[config.mk]
export PLATFORM = sky130hd
export DESIGN_NAME = pcm_format_downmix_to_mono_core
export DESIGN_NICKNAME = d
export VERILOG_FILES = /design/src/rtl/core/pcmdmx_pkg.sv /design/src/rtl/core/pcm_format_downmix_to_mono_core.sv /design/src/rtl/core/pcmdmx_front.sv /design/src/rtl/core/pcmdmx_fifo.sv /design/src/rtl/core/pcmdmx_back.sv
export VERILOG_INCLUDE_DIRS = /design/src /design/src/rtl/core
export SDC_FILE = /design/constraint.sdc
export NUM_CORES = 1
export LEC_CHECK = 0
export BUFFER_PORTS_ARGS = -buffer_cell sky130_fd_sc_hd__clkbuf_2
export CAP_MARGIN = 25
export CORE_UTILIZATION = 43
export DETAILED_ROUTE_END_ITERATION = 7
export HOLD_SLACK_MARGIN = 0.05
export REMOVE_ABC_BUFFERS = 1
export SYNTH_ARGS = -nofsm -noshare
export SYNTH_HDL_FRONTEND = slang
export SYNTH_SLANG_ARGS = --single-unit
[constraint.sdc]
create_clock -name clk_i -period 11.4 [get_ports clk_i]
set_input_delay 1.71 -clock clk_i [delete_from_list [all_inputs] [get_ports clk_i]]
set_output_delay 1.71 -clock clk_i [all_outputs]
set_load 0.02 [all_outputs]
[src/rtl/core/pcm_format_downmix_to_mono_core_defines.svh]
// ----------------------------------------------------------------------------
// PCM downmix assertion macros
// Concurrent assertion helpers on clk_i / rst_ni, empty under synthesis.
// ----------------------------------------------------------------------------
`ifndef PCM_FORMAT_DOWNMIX_TO_MONO_CORE_DEFINES_SVH
`define PCM_FORMAT_DOWNMIX_TO_MONO_CORE_DEFINES_SVH

`ifndef SYNTHESIS
`define PCMDMX_ASSERT(lbl, prop, msg) \
  lbl: assert property (@(posedge clk_i) disable iff (!rst_ni) prop) else $error(msg);
`define PCMDMX_ASSERT_NEVER(lbl, cond, msg) \
  lbl: assert property (@(posedge clk_i) disable iff (!rst_ni) !(cond)) else $error(msg);
`else
`define PCMDMX_ASSERT(lbl, prop, msg)
`define PCMDMX_ASSERT_NEVER(lbl, cond, msg)
`endif

`endif

[src/rtl/core/pcmdmx_pkg.sv]
// ----------------------------------------------------------------------------
// PCM downmix package
// Field widths, register indexes, sample formats and Q1.23 limits.
// ----------------------------------------------------------------------------
`timescale 1ns / 1ps

package pcmdmx_pkg;

  localparam int SAMPLE_W        = 32;
  localparam int Q_W             = 25;
  localparam int SAMPLE_TYPE_W   = 3;
  localparam int CHANNEL_TOTAL_W = 4;
  localparam int VALID_BITS_W    = 6;
  localparam int CFG_DATA_W      = 6;
  localparam int CFG_IDX_W       = 2;

  localparam int QUEUE_DEPTH = 2;
  localparam int QPTR_W      = 1;
  localparam int QCNT_W      = 2;

  localparam logic signed [Q_W-1:0] Q_POS = 25'sh080_0000;
  localparam logic signed [Q_W-1:0] Q_NEG = -25'sh080_0000;

  typedef enum logic [SAMPLE_TYPE_W-1:0] {
    SMP_PCM8    = 3'd0,
    SMP_PCM16   = 3'd1,
    SMP_PCM24   = 3'd2,
    SMP_PCM32   = 3'd3,
    SMP_FLOAT32 = 3'd4
  } sample_type_e;

  typedef enum logic [CFG_IDX_W-1:0] {
    REG_SAMPLE_TYPE   = 2'd0,
    REG_CHANNEL_TOTAL = 2'd1,
    REG_VALID_BITS    = 2'd2
  } cfg_reg_e;

  localparam logic [SAMPLE_TYPE_W-1:0]   SAMPLE_TYPE_RST   = SMP_PCM16;
  localparam logic [CHANNEL_TOTAL_W-1:0] CHANNEL_TOTAL_RST = 4'd2;
  localparam logic [VALID_BITS_W-1:0]    VALID_BITS_RST    = 6'd32;

endpackage

[src/rtl/core/pcm_format_downmix_to_mono_core.sv]
// ----------------------------------------------------------------------------
// PCM downmix to mono core
// Converts interleaved channel samples to Q1.23 and emits one averaged,
// clamped mono sample per frame.
// ----------------------------------------------------------------------------
// The front end takes one channel item per clock, converts it and adds it to
// the frame sum, stalling only when the two-entry frame queue is full. Each
// finished frame is divided by its channel count in a bit-serial divider in
// the back end, one quotient bit per cycle; the result waits in an output
// register while the front keeps accepting items.
`timescale 1ns / 1ps

module pcm_format_downmix_to_mono_core #(
  parameter int MAX_CHANNELS = 8
) (
  input  logic                              clk_i,
  input  logic                              rst_ni,
  input  logic                              cfg_we_i,
  input  logic [pcmdmx_pkg::CFG_IDX_W-1:0]  cfg_idx_i,
  input  logic [pcmdmx_pkg::CFG_DATA_W-1:0] cfg_wdata_i,
  input  logic                              in_valid_i,
  output logic                              in_ready_o,
  input  logic [pcmdmx_pkg::SAMPLE_W-1:0]   sample_bits_i,
  output logic                              out_valid_o,
  input  logic                              out_ready_i,
  output logic signed [pcmdmx_pkg::Q_W-1:0] mono_sample_o
);
  import pcmdmx_pkg::*;

  localparam int PW     = (MAX_CHANNELS > 1) ? $clog2(MAX_CHANNELS) : 1;
  localparam int CNT_W  = $clog2(MAX_CHANNELS + 1);
  localparam int SUM_W  = 26 + $clog2(MAX_CHANNELS);
  localparam int DATA_W = SUM_W + CNT_W;

  logic [SAMPLE_TYPE_W-1:0]   sample_type_q;
  logic [CHANNEL_TOTAL_W-1:0] channel_total_q;
  logic [VALID_BITS_W-1:0]    valid_bits_q;

  logic              push_valid;
  logic              push_ready;
  logic [DATA_W-1:0] push_data;
  logic              pop_valid;
  logic              pop_ready;
  logic [DATA_W-1:0] pop_data;

  always_ff @(posedge clk_i or negedge rst_ni) begin
    if (!rst_ni) begin
      sample_type_q   <= SAMPLE_TYPE_RST;
      channel_total_q <= CHANNEL_TOTAL_RST;
      valid_bits_q    <= VALID_BITS_RST;
    end else if (cfg_we_i) begin
      case (cfg_idx_i)
        REG_SAMPLE_TYPE:   sample_type_q   <= cfg_wdata_i[SAMPLE_TYPE_W-1:0];
        REG_CHANNEL_TOTAL: channel_total_q <= cfg_wdata_i[CHANNEL_TOTAL_W-1:0];
        REG_VALID_BITS:    valid_bits_q    <= cfg_wdata_i[VALID_BITS_W-1:0];
        default: ;
      endcase
    end
  end

  pcmdmx_front #(
    .MAX_CHANNELS (MAX_CHANNELS),
    .SUM_W        (SUM_W),
    .CNT_W        (CNT_W),
    .PW           (PW)
  ) u_front (
    .clk_i           (clk_i),
    .rst_ni          (rst_ni),
    .sample_type_i   (sample_type_q),
    .channel_total_i (channel_total_q),
    .valid_bits_i    (valid_bits_q),
    .sample_bits_i   (sample_bits_i),
    .in_valid_i      (in_valid_i),
    .in_ready_o      (in_ready_o),
    .push_valid_o    (push_valid),
    .push_data_o     (push_data),
    .push_ready_i    (push_ready)
  );

  pcmdmx_fifo #(
    .DATA_W (DATA_W)
  ) u_fifo (
    .clk_i        (clk_i),
    .rst_ni       (rst_ni),
    .push_valid_i (push_valid),
    .push_data_i  (push_data),
    .push_ready_o (push_ready),
    .pop_valid_o  (pop_valid),
    .pop_data_o   (pop_data),
    .pop_ready_i  (pop_ready)
  );

  pcmdmx_back #(
    .SUM_W (SUM_W),
    .CNT_W (CNT_W)
  ) u_back (
    .clk_i         (clk_i),
    .rst_ni        (rst_ni),
    .pop_valid_i   (pop_valid),
    .pop_data_i    (pop_data),
    .pop_ready_o   (pop_ready),
    .out_valid_o   (out_valid_o),
    .mono_sample_o (mono_sample_o),
    .out_ready_i   (out_ready_i)
  );

endmodule

[src/rtl/core/pcmdmx_front.sv]
// ----------------------------------------------------------------------------
// PCM downmix front end
// Converts each channel item to Q1.23, accumulates the frame sum and pushes
// the finished sum with its channel count into the queue.
// ----------------------------------------------------------------------------
`timescale 1ns / 1ps

module pcmdmx_front #(
  parameter int MAX_CHANNELS = 8,
  parameter int SUM_W        = 29,
  parameter int CNT_W        = 4,
  parameter int PW           = 3
) (
  input  logic                                   clk_i,
  input  logic                                   rst_ni,
  input  logic [pcmdmx_pkg::SAMPLE_TYPE_W-1:0]   sample_type_i,
  input  logic [pcmdmx_pkg::CHANNEL_TOTAL_W-1:0] channel_total_i,
  input  logic [pcmdmx_pkg::VALID_BITS_W-1:0]    valid_bits_i,
  input  logic [pcmdmx_pkg::SAMPLE_W-1:0]        sample_bits_i,
  input  logic                                   in_valid_i,
  output logic                                   in_ready_o,
  output logic                                   push_valid_o,
  output logic [SUM_W+CNT_W-1:0]                 push_data_o,
  input  logic                                   push_ready_i
);
  import pcmdmx_pkg::*;

  logic [PW-1:0]           pos_q, pos_d;
  logic signed [SUM_W-1:0] sum_q, sum_d;
  logic [CNT_W-1:0]        count;
  logic [CNT_W-1:0]        pos_inc;
  logic                    frame_end;
  logic                    accept;
  logic signed [Q_W-1:0]   conv;
  logic signed [SUM_W-1:0] sum_next;

  // float32 decode
  logic [7:0]              f_exp;
  logic [22:0]             f_man;
  logic [7:0]              f_sh8;
  logic [23:0]             f_mag;
  logic [Q_W-1:0]          f_val;

  // pcm32 container
  logic [VALID_BITS_W-1:0] vb_eff;
  logic [5:0]              p32_sh;
  logic [SAMPLE_W-1:0]     p32_masked;

  always_comb begin
    if (channel_total_i == '0) begin
      count = CNT_W'(1);
    end else if (int'(channel_total_i) > MAX_CHANNELS) begin
      count = CNT_W'(MAX_CHANNELS);
    end else begin
      count = CNT_W'(channel_total_i);
    end
  end

  always_comb begin
    f_exp = sample_bits_i[30:23];
    f_man = sample_bits_i[22:0];
    f_sh8 = 8'd127 - f_exp;
    if (f_exp == 8'hff && f_man != '0) begin
      f_mag = '0;
    end else if (f_exp >= 8'd127) begin
      f_mag = 24'h80_0000;
    end else if (f_exp == '0 || f_sh8 >= 8'd24) begin
      f_mag = '0;
    end else begin
      f_mag = {1'b1, f_man} >> f_sh8[4:0];
    end
    if (f_exp == 8'hff && f_man != '0) begin
      f_val = '0;
    end else if (sample_bits_i[31]) begin
      f_val = -{1'b0, f_mag};
    end else begin
      f_val = {1'b0, f_mag};
    end
  end

  always_comb begin
    if (valid_bits_i == '0 || valid_bits_i > 6'd32) begin
      vb_eff = 6'd32;
    end else begin
      vb_eff = valid_bits_i;
    end
    if (vb_eff >= 6'd24) begin
      p32_sh = 6'd8;
    end else begin
      p32_sh = 6'd32 - vb_eff;
    end
    p32_masked = sample_bits_i & (32'hffff_ffff << p32_sh);
  end

  always_comb begin
    case (sample_type_i)
      SMP_PCM8:    conv = {{2{~sample_bits_i[7]}}, sample_bits_i[6:0], 16'h0000};
      SMP_PCM16:   conv = {sample_bits_i[15], sample_bits_i[15:0], 8'h00};
      SMP_PCM24:   conv = {sample_bits_i[23], sample_bits_i[23:0]};
      SMP_PCM32:   conv = {p32_masked[31], p32_masked[31:8]};
      SMP_FLOAT32: conv = f_val;
      default:     conv = '0;
    endcase
  end

  assign sum_next  = sum_q + {{(SUM_W-Q_W){conv[Q_W-1]}}, conv};
  assign pos_inc   = CNT_W'(pos_q) + CNT_W'(1);
  assign frame_end = (pos_inc >= count);
  assign accept    = in_valid_i && push_ready_i;

  assign in_ready_o   = push_ready_i;
  assign push_valid_o = accept && frame_end;
  assign push_data_o  = {sum_next, count};

  always_comb begin
    pos_d = pos_q;
    sum_d = sum_q;
    if (accept) begin
      if (frame_end) begin
        pos_d = '0;
        sum_d = '0;
      end else begin
        pos_d = PW'(pos_inc);
        sum_d = sum_next;
      end
    end
  end

  always_ff @(posedge clk_i or negedge rst_ni) begin
    if (!rst_ni) begin
      pos_q <= '0;
      sum_q <= '0;
    end else begin
      pos_q <= pos_d;
      sum_q <= sum_d;
    end
  end

endmodule

[src/rtl/core/pcmdmx_fifo.sv]
// ----------------------------------------------------------------------------
// PCM downmix frame queue
// Two-entry queue of finished frame sums between front and back.
// ----------------------------------------------------------------------------
`timescale 1ns / 1ps
`include "pcm_format_downmix_to_mono_core_defines.svh"

module pcmdmx_fifo #(
  parameter int DATA_W = 33
) (
  input  logic              clk_i,
  input  logic              rst_ni,
  input  logic              push_valid_i,
  input  logic [DATA_W-1:0] push_data_i,
  output logic              push_ready_o,
  output logic              pop_valid_o,
  output logic [DATA_W-1:0] pop_data_o,
  input  logic              pop_ready_i
);
  import pcmdmx_pkg::*;

  logic [DATA_W-1:0] mem_q [QUEUE_DEPTH];
  logic [QPTR_W-1:0] wr_ptr_q, wr_ptr_d;
  logic [QPTR_W-1:0] rd_ptr_q, rd_ptr_d;
  logic [QCNT_W-1:0] cnt_q, cnt_d;
  logic              push;
  logic              pop;

  assign push_ready_o = (cnt_q != QCNT_W'(QUEUE_DEPTH));
  assign pop_valid_o  = (cnt_q != '0);
  assign pop_data_o   = mem_q[rd_ptr_q];
  assign push         = push_valid_i && push_ready_o;
  assign pop          = pop_valid_o && pop_ready_i;

  always_comb begin
    wr_ptr_d = push ? QPTR_W'(wr_ptr_q + 1'b1) : wr_ptr_q;
    rd_ptr_d = pop ? QPTR_W'(rd_ptr_q + 1'b1) : rd_ptr_q;
    cnt_d    = cnt_q;
    if (push && !pop) begin
      cnt_d = cnt_q + 1'b1;
    end else if (pop && !push) begin
      cnt_d = cnt_q - 1'b1;
    end
  end

  always_ff @(posedge clk_i) begin
    if (push) begin
      mem_q[wr_ptr_q] <= push_data_i;
    end
  end

  always_ff @(posedge clk_i or negedge rst_ni) begin
    if (!rst_ni) begin
      wr_ptr_q <= '0;
      rd_ptr_q <= '0;
      cnt_q    <= '0;
    end else begin
      wr_ptr_q <= wr_ptr_d;
      rd_ptr_q <= rd_ptr_d;
      cnt_q    <= cnt_d;
    end
  end

  `PCMDMX_ASSERT_NEVER(a_fifo_overflow, push_valid_i && !push_ready_o, "frame push into full queue")
  `PCMDMX_ASSERT(a_fifo_cnt_range, cnt_q <= QCNT_W'(QUEUE_DEPTH), "queue fill out of range")
  `PCMDMX_ASSERT(a_fifo_pop_dec, (pop && !push_valid_i) |=> (cnt_q == $past(cnt_q) - 1'b1), "queue fill not decremented on pop")

endmodule

[src/rtl/core/pcmdmx_back.sv]
// ----------------------------------------------------------------------------
// PCM downmix back end
// Bit-serial divide of the frame sum by the channel count, clamp to
// [-1, 1] and hold the result in the output register.
// ----------------------------------------------------------------------------
`timescale 1ns / 1ps
`include "pcm_format_downmix_to_mono_core_defines.svh"

module pcmdmx_back #(
  parameter int SUM_W = 29,
  parameter int CNT_W = 4
) (
  input  logic                               clk_i,
  input  logic                               rst_ni,
  input  logic                               pop_valid_i,
  input  logic [SUM_W+CNT_W-1:0]             pop_data_i,
  output logic                               pop_ready_o,
  output logic                               out_valid_o,
  output logic signed [pcmdmx_pkg::Q_W-1:0]  mono_sample_o,
  input  logic                               out_ready_i
);
  import pcmdmx_pkg::*;

  localparam int REM_W  = CNT_W + 1;
  localparam int STEP_W = $clog2(SUM_W);

  typedef enum logic [1:0] {
    ST_IDLE,
    ST_DIV,
    ST_DONE
  } state_e;

  state_e                state_q, state_d;
  logic [SUM_W-1:0]      quo_q, quo_d;
  logic [REM_W-1:0]      rem_q, rem_d;
  logic [CNT_W-1:0]      div_q, div_d;
  logic                  neg_q, neg_d;
  logic [STEP_W-1:0]     step_q, step_d;
  logic                  out_valid_q, out_valid_d;
  logic signed [Q_W-1:0] mono_q, mono_d;

  logic signed [SUM_W-1:0] sum_in;
  logic [CNT_W-1:0]        count_in;
  logic [SUM_W-1:0]        mag_in;
  logic [REM_W-1:0]        rem_sh;
  logic                    ge;
  logic [23:0]             res_mag;
  logic signed [Q_W-1:0]   res;

  assign sum_in   = pop_data_i[SUM_W+CNT_W-1:CNT_W];
  assign count_in = pop_data_i[CNT_W-1:0];
  assign mag_in   = sum_in[SUM_W-1] ? SUM_W'(-sum_in) : SUM_W'(sum_in);
  assign rem_sh   = {rem_q[CNT_W-1:0], quo_q[SUM_W-1]};
  assign ge       = (rem_sh >= {1'b0, div_q});

  always_comb begin
    if (quo_q > SUM_W'(Q_POS)) begin
      res_mag = 24'h80_0000;
    end else begin
      res_mag = quo_q[23:0];
    end
    res = neg_q ? -$signed({1'b0, res_mag}) : $signed({1'b0, res_mag});
  end

  assign pop_ready_o   = (state_q == ST_IDLE);
  assign out_valid_o   = out_valid_q;
  assign mono_sample_o = mono_q;

  always_comb begin
    state_d     = state_q;
    quo_d       = quo_q;
    rem_d       = rem_q;
    div_d       = div_q;
    neg_d       = neg_q;
    step_d      = step_q;
    mono_d      = mono_q;
    out_valid_d = out_valid_q;
    if (out_valid_q && out_ready_i) begin
      out_valid_d = 1'b0;
    end
    case (state_q)
      ST_IDLE: begin
        if (pop_valid_i) begin
          quo_d   = mag_in;
          rem_d   = '0;
          div_d   = count_in;
          neg_d   = sum_in[SUM_W-1];
          step_d  = STEP_W'(SUM_W - 1);
          state_d = ST_DIV;
        end
      end
      ST_DIV: begin
        quo_d  = {quo_q[SUM_W-2:0], ge};
        rem_d  = ge ? REM_W'(rem_sh - {1'b0, div_q}) : rem_sh;
        step_d = step_q - 1'b1;
        if (step_q == '0) begin
          state_d = ST_DONE;
        end
      end
      ST_DONE: begin
        if (!out_valid_q || out_ready_i) begin
          mono_d      = res;
          out_valid_d = 1'b1;
          state_d     = ST_IDLE;
        end
      end
      default: state_d = ST_IDLE;
    endcase
  end

  always_ff @(posedge clk_i or negedge rst_ni) begin
    if (!rst_ni) begin
      state_q     <= ST_IDLE;
      quo_q       <= '0;
      rem_q       <= '0;
      div_q       <= '0;
      neg_q       <= 1'b0;
      step_q      <= '0;
      out_valid_q <= 1'b0;
      mono_q      <= '0;
    end else begin
      state_q     <= state_d;
      quo_q       <= quo_d;
      rem_q       <= rem_d;
      div_q       <= div_d;
      neg_q       <= neg_d;
      step_q      <= step_d;
      out_valid_q <= out_valid_d;
      mono_q      <= mono_d;
    end
  end

  `PCMDMX_ASSERT(a_back_out_range, out_valid_q |-> (mono_q <= Q_POS && mono_q >= Q_NEG), "result outside [-1, 1]")
  `PCMDMX_ASSERT(a_back_rem_lt_div, (state_q == ST_DIV) |-> (rem_q < {1'b0, div_q}), "divider remainder not below divisor")
  `PCMDMX_ASSERT(a_back_div_end, (state_q == ST_DIV && step_q == '0) |=> (state_q == ST_DONE), "divider did not finish")
  `PCMDMX_ASSERT(a_back_div_start, (state_q == ST_IDLE && pop_valid_i) |=> (state_q == ST_DIV && step_q == STEP_W'(SUM_W - 1)), "divider not started on pop")

endmodule

==> summary.txt <==
Final WS setup: 3940 ps
Worst R2R Start: valid_bits_q[5]$_DFFE_PN1P_
Post-DRT Antenna Nets: 0
CP max-delay cell: mux4_1
Total GRT Usage: 23.0%
I/O pins: 72
CP Buf/Inv Count: 2
Worst-Margin Slew: 1030 ps
Final instance area: 14,500 µm²
Unrepaired setup endpoints after global routing: false
Endpoints failing hold: 0
First-pass GRT wire length: 57,100 µm
CTS buffer count: 17
Setup crit start kind: input pin
Tmin final: 7460 ps
Syn Area/Cell: 9.30 µm²
Die Area: 31,800 µm²
Initial core utilization: 43.7%
Sink Count: 186
Critical Path End Type: flip-flop
Crit path kind: in -> reg
Leak: 5.97 nW
Max Transition Viols Final: 0
Vias in the first global route: 10,710
Layout Skew: 11.5 ps
Area of the multi-input gates: 7850 µm²
Vias/cell: 5.96
Syn Std Cell Area: 13,400 µm²
Detailed Route WL: 35,300 µm
Post-CTS Hold Fix Bufs: 0
CP top delay family: compound AO/OA/AOI/OAI gates
WL/cell: 19.1 µm
Layout cells sized above 1: 12.9%
Post-synth EDFFs: 66
Yosys warnings: 0
Max_slew headroom: 31.0%
CP Launch Point: sample_bits_i[23]
CTS tree: done
Most used DFF post-synth: dfrtp_1
CP peak stage delay: 650 ps
VDD IR max: 0.103 mV
Cells after Synth: 1,438
Data required, critical path: 11,580 ps
Pre-CTS setup slack: 3500 ps
Antenna diode count: 0
Register bit count reported by yosys: 186
Syn-to-layout area delta: 8.47%
Vias: 11,029
Hpwl dp: 26,200 µm
Setup TNS: 0 ps
Nets: 1,532
GRT overflow: 0
Tightest Hold Check Type: reg -> reg
WHS: 471 ps
Chip width: 178 µm
Largest net degree at the start of global routing: 69
Core area: 30,600 µm²
Fin crit share: 65.4%
Post-CTS Setup Repair Bufs: 0
MaxCap Viol Count: 0
Chip height: 178 µm
Worst EP arrival: 7640 ps
DR iter-0 viols: 885
Synth cell types: 89
Gpl congestion: 0.952
DRT Pass-1 Iters: 5
CTS max path bufs: 2
Status: complete, no violations
Async SR Flop Fraction: 64.5%
Fill count: 2,936
Post-CTS Resized: 0
Post-route DRC: 0
Worst path cell trace: clkbuf_2 > buf_4 > mux4_1 > mux2i_1 > nor2_1 > a211oi_2 > ha_1 > nand4_2 > or4_4 > and3_1 > o31ai_1 > o221ai_1 > ha_1 > and3_1 > nand2_1 > nor3_1 > a211oi_1 > nor4b_1 > o41ai_1 > xor2_1 > xnor2_1
Reg clk slew, reported paths: 70 ps
Clock latency on the worst-skew pair: 430 ps
Placed instance area: 13,900 µm²
Htree depth: 4
Fin cells: 1,850
Initial antenna violation count: 0
Register area: 4990 µm²
Placed insts: 1,818
HP Start: u_back.mono_sample_o[10]$_DFFE_PN0P_
Rows: 64
Root Driver: clkbuf_16
P per Cell Area: 225 nW/µm²
Max Fclk: 134 MHz
PortBufs: 71
CP max FO: 48
Register area share after synthesis: 37.3%
Final setup viols: 0
metal layers:
| layer | up-vias | wire [µm] | track usage (%) |
|---|---|---|---|
| met5 | - | 0 | 0 |
| met4 | 0 | 1590 | 11.7 |
| met3 | 83 | 1580 | 2.81 |
| met2 | 361 | 16600 | 38.4 |
| met1 | 5175 | 15500 | 29.2 |
| li1 | 5410 | - | - |
state kept, by name, summed over array words and instances (netlist names), 4 cells and up:
signal,count
u_fifo.mem_q,66
valid_bits_q,6
u_back.step_q,5
u_front.sum_q,29
channel_total_q,4
u_back.div_q,4
u_back.rem_q,4
u_back.quo_q,29
u_back.mono_sample_o,25
logic make-up (layout without fill, tap and decap cells):
group / Yosys count / count (layout) / share of synthesized area (%)
adder cells (fa/ha/maj): 46 / 46 / 4.42
flip-flops: 186 / 186 / 37.3
multiplexers: 105 / 105 / 10.1
XOR/XNOR: 91 / 91 / 5.96
buffers and inverters: 133 / 149 / 4.09
AND/OR/NAND/NOR: 445 / 445 / 16.2
AO/OA/AOI/OAI: 432 / 432 / 21.9
final timing paths:
kind	end	slack [ps]	cells past startpoint
max	u_fifo.mem_q[1][32]$_DFFE_PP_	3940	21
min	u_back.mono_sample_o[10]$_DFFE_PN0P_	470	1
max reg2reg	u_fifo.mem_q[1][32]$_DFFE_PP_	6010	19
min reg2reg	u_back.mono_sample_o[10]$_DFFE_PN0P_	470	1
max in group asynchronous	u_fifo.rd_ptr_q$_DFFE_PN0P_	8770	2
min in group asynchronous	u_back.quo_q[1]$_DFFE_PN0P_	1380	1
synthesized netlist by cell type (9+ instances only):
cell type / number / share of area (%)
nor2b_1: 15 / 0.70
o221ai_1: 16 / 1.0
mux2i_1: 58 / 4.3
o31ai_1: 22 / 1.2
nor4_1: 17 / 0.80
nor3_1: 26 / 0.97
dfrtp_1: 117 / 22
a21o_1: 35 / 2.0
a22o_1: 22 / 1.4
xor2_1: 34 / 2.2
nor2_1: 84 / 2.4
buf_2: 10 / 0.37
buf_1: 9 / 0.25
a22oi_1: 37 / 2.1
nand3_1: 39 / 1.5
edfxtp_1: 66 / 15
o21ai_0: 117 / 4.4
nand4_1: 11 / 0.51
mux2_2: 25 / 2.1
a211oi_1: 11 / 0.62
ha_1: 44 / 4.1
a21oi_1: 73 / 2.7
xnor2_1: 57 / 3.7
o21a_1: 9 / 0.51
nand2_1: 161 / 4.5
and2_1: 10 / 0.47
mux4_2: 18 / 3.0
and3_1: 18 / 0.84
clkbuf_1: 76 / 2.1
inv_1: 31 / 0.87
o211ai_1: 14 / 0.79
nand2b_1: 19 / 0.89
nor3b_1: 9 / 0.51
a31oi_1: 12 / 0.56
a32oi_1: 9 / 0.59
stage by stage:
step | total power [mW] | utilization [%]
after floorplan | 2.25 | -
after global placement | 2.64 | 45.5
after detailed placement | 2.68 | 45.5
after CTS | 3.28 | 47.4
after global routing | 3.53 | 47.4
final | 3.26 | 47.4
cell usage in the layout (no fill, tap or decap), types with 6 or more instances in the layout:
master     instances
a211oi_1          11
o21bai_1           6
o31ai_1           22
and2_1            10
o21a_1             9
nand3_1           39
nor3b_1            9
clkbuf_16         18
a32oi_1            9
nor4b_1            6
inv_1             31
a22oi_1           37
buf_4             15
o221ai_1          16
nor2b_1           14
xor2_1            34
nor2_1            84
clkbuf_2          70
nor3_1            25
o22ai_1            7
mux2i_1           58
o21ai_0          117
a21oi_1           73
mux2_2            25
a21o_1            35
edfxtp_1          66
o211ai_1          14
and3_1            18
nand4_1           11
mux4_2            18
dfrtp_1          116
ha_1              44
nand2b_1          19
a22o_1            22
xnor2_1           57
nand3b_1           8
nor4_1            17
nand2_1          161
a31oi_1           12
where the power goes:
part	switching, mW	leakage, nW	total, mW	internal, mW
Combinational	0.891	3.61	1.50	0.607
Clock	0.259	0.292	0.592	0.333
Sequential	0.202	2.07	1.17	0.965
Total	1.35	5.97	3.26	1.90
cell type report:
class	instances	area share (%)
timing repair buffer	85	3.19
sequential	186	34.4
tap	396	3.42
clock inverter	10	0.707
inverter	32	0.828
clock buffer	22	3.37
multi-input combinational	1119	54.1
(Power assumes the default switching activity.)
